**src/rtl/rpt_pkg.sv**
```systemverilog
`default_nettype none
// ----------------------------------------------------------------------------
// rpt_pkg
// Shared types and codes for the region permission table.
// ----------------------------------------------------------------------------
package rpt_pkg;
    localparam int ADDR_W  = 48;
    localparam int LEN_W   = 32;
    localparam int SIZE_W  = 33;
    localparam int TOT_W   = 47;
    localparam int PERM_W  = 3;

    localparam logic [1:0] OP_MAP     = 2'd0;
    localparam logic [1:0] OP_UNMAP   = 2'd1;
    localparam logic [1:0] OP_PROTECT = 2'd2;
    localparam logic [1:0] OP_CHECK   = 2'd3;

    localparam logic [1:0] ST_OK       = 2'd0;
    localparam logic [1:0] ST_NOTFOUND = 2'd1;
    localparam logic [1:0] ST_FULL     = 2'd2;

    typedef struct packed {
        logic [1:0]        operation;
        logic [ADDR_W-1:0] address;
        logic [LEN_W-1:0]  length;
        logic [PERM_W-1:0] perm;
    } t_req;

    typedef struct packed {
        logic [1:0]       status;
        logic             fits_one_region;
        logic             span_allowed;
        logic [TOT_W-1:0] mapped_total;
    } t_rsp;
endpackage
`default_nettype wire

```
**src/rtl/rpt_front.sv**
```systemverilog
`default_nettype none
// ----------------------------------------------------------------------------
// rpt_front
// Two-entry request queue between the input port and the table engine.
// ----------------------------------------------------------------------------
module rpt_front (
    input  wire logic         i_clk,
    input  wire logic         i_rst_n,
    input  wire rpt_pkg::t_req i_req,
    input  wire logic         i_valid,
    output logic              o_ready,
    output rpt_pkg::t_req     o_req,
    output logic              o_valid,
    input  wire logic         i_ready
);
    import rpt_pkg::*;

    t_req       r_mem [2];
    logic       r_wp, r_rp;
    logic [1:0] r_cnt;
    logic       w_push, w_pop;

    assign o_ready = (r_cnt != 2'd2);
    assign o_valid = (r_cnt != 2'd0);
    assign o_req   = r_mem[r_rp];
    assign w_push  = i_valid && o_ready;
    assign w_pop   = o_valid && i_ready;

    // queue storage
    always_ff @(posedge i_clk) begin
        if (w_push) r_mem[r_wp] <= i_req;
    end

    // pointers and fill count
    always_ff @(posedge i_clk) begin
        if (!i_rst_n) begin
            r_wp <= 1'b0; r_rp <= 1'b0; r_cnt <= 2'd0;
        end else begin
            if (w_push) r_wp <= ~r_wp;
            if (w_pop)  r_rp <= ~r_rp;
            r_cnt <= r_cnt + {1'b0, w_push} - {1'b0, w_pop};
        end
    end
endmodule
`default_nettype wire

```
**config.mk**
```make
export PLATFORM = sky130hd
export DESIGN_NAME = rpt_front
export DESIGN_NICKNAME = d
export VERILOG_FILES = /design/src/rtl/rpt_pkg.sv /design/src/rtl/rpt_front.sv
export SDC_FILE = /design/constraint.sdc
export NUM_CORES = 1
export LEC_CHECK = 0
export ABC_AREA = 1
export BUFFER_PORTS_ARGS = -buffer_cell sky130_fd_sc_hd__buf_2
export CAP_MARGIN = 20
export CORE_AREA = 2 2 127 153
export DETAILED_ROUTE_END_ITERATION = 10
export DIE_AREA = 0 0 129 155
export SLEW_MARGIN = 20
export SYNTH_ARGS = -nofsm -noshare
export SYNTH_HDL_FRONTEND = slang
export SYNTH_SLANG_ARGS = --single-unit
export TNS_END_PERCENT = 10
```
**constraint.sdc**
```tcl
create_clock -name i_clk -period 7.82 [get_ports i_clk]
set_input_delay 0.391 -clock i_clk [delete_from_list [all_inputs] [get_ports i_clk]]
set_output_delay 0.391 -clock i_clk [all_outputs]
set_load 0.02 [all_outputs]
```
# After elaboration in Yosys (flattened, before gate mapping)
# Memory sizes are Yosys's and may differ from the RTL's. A register that Yosys moved wholly into a read port is not among the register bits.
# Cells that the tools add are included.
# totals
ff_bits	4
latchBits	0
ram_bits	170
romBits	0
input_bits	89
out_inout_bits	87
wordCells	16
mem_count	1
# classes
n_addsub	2
mul	0
div_mod_pow	0
magnitude_cmp	0
n_eq_ne	1
shift	0
n_mux	4
bitwise	2
reduce_logical	3
# memory_table
name	words	width	read_ports	rd_clocked_by_memory_dff	write_ports	line_no	source
r_mem	2	85	1	1	1	rpt_front.sv:18	t_req r_mem [2];
# op_table
op	n
$mux 1	4
$add 2x1->2	1
$logic_and 1x1->1	2
$ne 2x2->1 const B	1
$not 1->1	2
$reduce_bool 2->1	1
$sub 2x1->2	1

# Logic depth before layout (Yosys ltp)
# depth
depth_word	4
mapped_depth	11

# Least setup slack after synthesis
# OpenSTA, ideal clock, no wires.
# synth_timing
kind	reg2reg
startpoint	register r_cnt[0]
endpoint	memory r_mem[0][0] (netlist bit) (enable)
setup_time_ps	529
arrival_time_ps	4251
required_time_ps	7291
setup_slack_ps	3040
path_stages_with_launch	5
n_path_buf	0
path_cell_list	dfxtp_1 inv_1 nand2_1 nand2_1 nor2_1
# synth_via
elab_chain_cells	4
# synth_lines
item	line_no	source
start, declared	rpt_front.sv:20	logic [1:0] r_cnt;
start signal, assigned	rpt_front.sv:41	r_cnt <= r_cnt + {1'b0, w_push} - {1'b0, w_pop};
$ne 2x2->1	rpt_front.sv:23	assign o_ready = (r_cnt != 2'd2);
named net o_ready	rpt_front.sv:11	output logic o_ready,
$logic_and 1x1->1	rpt_front.sv:26	assign w_push = i_valid && o_ready;
$mux 1	rpt_front.sv:31	if (w_push) r_mem[r_wp] <= i_req;
$mux 1 (not written as such)	rpt_front.sv:31	
end, declared	rpt_front.sv:18	
# The timed path passes the listed nets, and every way through them passes these cells.

==> results.txt <==
----------------------------------------------------
[Outcome]
  Result of the run ... completed

[Yosys]
  Yosys reg bits ... approximately 180
  Adder and majority cell fraction of the synthesized area ... 0.00392
  Cell area after synthesis ... approximately 0.0064 mm^2
  Yosys warning total ... 0
  Share of synthesized area spent on multiplexers ... 0.150
  Yosys top cell by area ... edfxtp_1
  Synth Area per Inst ... ~21 um^2
  Leading cell types by total area after synthesis ... edfxtp_1, mux2_1, mux2_2, dfxtp_1, buf_6
  Xor and xnor area share after synthesis ... 0
  Seq/Total Area, Yosys ... 0.816
  Post-synth top area share ... 0.800
  Synth unique cells ... 13
  Simple-gate area share of the yosys netlist ... 0.0124
  Synthesized Nets ... about 400
  Post-synthesis compound-gate area fraction ... 0.00157
  Gate count of the mapped netlist ... 300
  Dominant combinational cell family by area after synthesis ... multiplexers

[Setup path]
  Highest fanout seen on the critical path ... 52
  Startpoint-to-endpoint class of the critical path ... flop to output pin
  Nature of the critical path endpoint ... output pin
  Arr. time, crit path ... roughly 2.1 ns
  Category of the worst setup path launch point ... flop
  CP required ... roughly 7.4 ns
  Internal reg-to-reg setup slack ... ~5.6 ns

[Drt]
  Detail Route Antenna Nets ... 0
  Routed WL per cell ... roughly 16 um
  Detailed-router iteration count before antenna repair ... 6
  Post-detailed-routing wire length ... ~12000 um
  Vias per cell ... around 4.4
  Residual DRC ... 0
  Number of design-rule violations left by the first detailed-router iteration ... 214
  Vias after detailed routing ... between 3000 and 4000

[CTS]
  TritonCTS buffer count ... 17
  Latest clock arrival within the worst-skew pair ... 0.41 ns
  Post CTS Setup Buffer Count ... 0
  Number of levels in the clock H-tree ... 4
  Root buffer selected by CTS ... clkbuf_16
  Quantity of hold-fixing buffers added after cts ... 0
  Post-CTS Resized ... 0
  Post-CTS clock slew at the launch and capture registers of the worst setup and hold paths ... ~0.07 ns
  CTS tree ... built
  CTS sink cnt ... between 150 and 200
  CTS Buffer Depth ... 2

[Global route]
  Initial antenna violation count ... 2
  GRT Residual Overflow ... 0
  Global-route usage over all layers ... 0.120
  Maximum number of pins on one net before global-route repair ... 58
  Via count of the first global-routing pass ... approximately 3600
  Global-route wire length before repair ... between 15000 and 20000 um

[Placed design]
  Weighted congestion at the end of routability-driven global placement ... between 0.6 and 0.7
  Worst setup slack before clock tree synthesis ... between 5 and 6 ns
  Half-perimeter wire length of the detailed placement result ... just under 8000 um
  Cell area reported after detailed placement ... roughly 0.0076 mm^2
  Number of input and output port buffers inserted ... about 180
  Placed insts ... just over 700

[STA]
  Final total negative setup slack ... 0 ns
  PnR worst setup slack ... 5.36 ns
  Number of setup violations in the final report ... 0
  Final hold viol count ... 0
  Final critical-path required period ... between 2 and 2.5 ns
  Unrepaired setup endpoints after global routing ... false
  Transition time at the pin with the least slew margin ... between 0.8 and 0.9 ns
  Max frequency ... roughly 410 MHz
  Clock Skew ... about 0.0056 ns
  Slew Limit Fails ... 0
  Worst slew slack as a fraction of its limit ... 0.458
  Final Cycle Share ... 0.314

[Floorplanning]
  Effective utilization at floorplan ... 0.342
  Number of placement rows ... 55
  Die X ... 129 um
  Placeable core region ... approximately 0.019 mm^2
  Chip height ... roughly 160 um
  Total I/O pin count ... 176
  Die outline area ... about 0.020 mm^2

[Cells and area]
  Fraction of final layout cells with drive strength greater than 1 ... 0.497
  Register area ... about 0.0052 mm^2
  Final Cell Area ... between 0.008 and 0.009 mm^2
  Utilization of the core after routing ... 0.441
  Number of filler cells placed in the layout ... roughly 1700
  Area delta synth->final ... 28.9%
  Antenna Diode Count ... 0
  Post-Layout Cell Count ... 759
  Multi-input gate area in the final layout ... ~0.0011 mm^2
  Nets ... between 500 and 600

[Power]
  Cell-internal power ... around 2.0 mW
  Portion of total power attributed to combinational logic ... 0.241
  Clock Power Share ... 0.322
  Standby leakage power ... between 3 and 4 nW
  Switching share of power ... 0.290
  Fraction of power consumed by sequential logic ... 0.437
  Psw ... about 800 uW
  Largest voltage drop on the vdd net ... about 0.18 mV
  Power Density ... approximately 340 mW/mm^2

[Worst hold path]
  Class of the worst hold path ... input pin to flop

[Job]
  Max cap viols ... 0

----------------------------------------------------
## layout make-up
| type | count | area share |
|---|---|---|
| flip-flops and latches | 175 | 0.633 |
| multi-input cells | 109 | 0.131 |
| clock buffers | 17 | 0.0517 |
| well taps | 256 | 0.0390 |
| clock inverters | 15 | 0.0254 |
| inverters | 7 | 0.00335 |
| repair buffers | 180 | 0.116 |
## power by group through the flow
stage / Sequential, mW / Combinational (mW) / Clock (mW)
after detailed placement: 1.24 / 0.683 / 0
after floorplan: 1.24 / 0.456 / 0
after CTS: 1.22 / 0.686 / 0.924
after global placement: 1.23 / 0.657 / 0
final: 1.22 / 0.669 / 0.896
after global routing: 1.23 / 0.726 / 0.959
## final timing paths
path | from | to | cells after the start
setup / recovery | flop | o_req[35] | 4
hold / removal | i_req[3] | r_mem[1][3]$_DFFE_PP_ | 1
setup reg to reg | r_cnt[0]$_SDFF_PN0_ | r_mem[1][19]$_DFFE_PP_ | 5
hold reg to reg | r_rp$_SDFFE_PN0P_ | r_rp$_SDFFE_PN0P_ | 2
## layer usage
layer | up-vias | wire length, um | global-route usage
li1 | 1548 | - | -
met5 | - | 9 | 0
met3 | 11 | 902 | 0.0506
met4 | 2 | 132 | 0.0476
met2 | 111 | 5990 | 0.207
met1 | 1633 | 4790 | 0.131
## logic make-up (layout without fill, tap and decap cells)
kind of cell	Yosys count	count (layout)
and+or+nand+nor	20	20
AOI/OAI and AO/OA	2	2
adders and majority gates	2	2
DFF	175	175
muxes	85	85
buffers and inverters	16	219
## metrics by stage
stage	power (mW)	hold slack (ns)
after floorplan	1.70	0.467
after global placement	1.89	0.489
after detailed placement	1.92	0.498
after CTS	2.83	0.130
after global routing	2.91	0.130
final	2.78	0.157
## Yosys cell counts (all sizes together)
cell and number:
mux2 85, nor2 8, nand2 9, inv 7, a21oi 2, dfxtp 5
edfxtp 170, ha 2, nand3 3, buf 9
## critical path: stages, from the launching register on
cell and delay [ns]:
dfxtp_4 0.33, buf_4 0.41, buf_16 0.30, mux2_1 0.37
buf_2 0.17
## flip-flops by register name (all words and copies together), names as in the netlist, named ones only
name / flops
r_cnt: 2
r_rp: 1
r_wp: 1
r_mem: 170
## cells in the final DEF (no fill, tap or decap)
cell type,n
a21oi_1,2
buf_16,2
buf_2,175
buf_4,3
bufinv_16,4
clkbuf_16,17
clkinv_2,4
clkinv_4,3
clkinvlp_4,1
dfxtp_1,4
dfxtp_4,1
edfxtp_1,170
ha_1,2
inv_1,6
inv_6,2
inv_8,2
mux2_1,50
mux2_2,35
nand2_1,9
nand3_1,3
nor2_1,7
nor2_4,1
No activity file was read; power rests on OpenSTA's default activity.
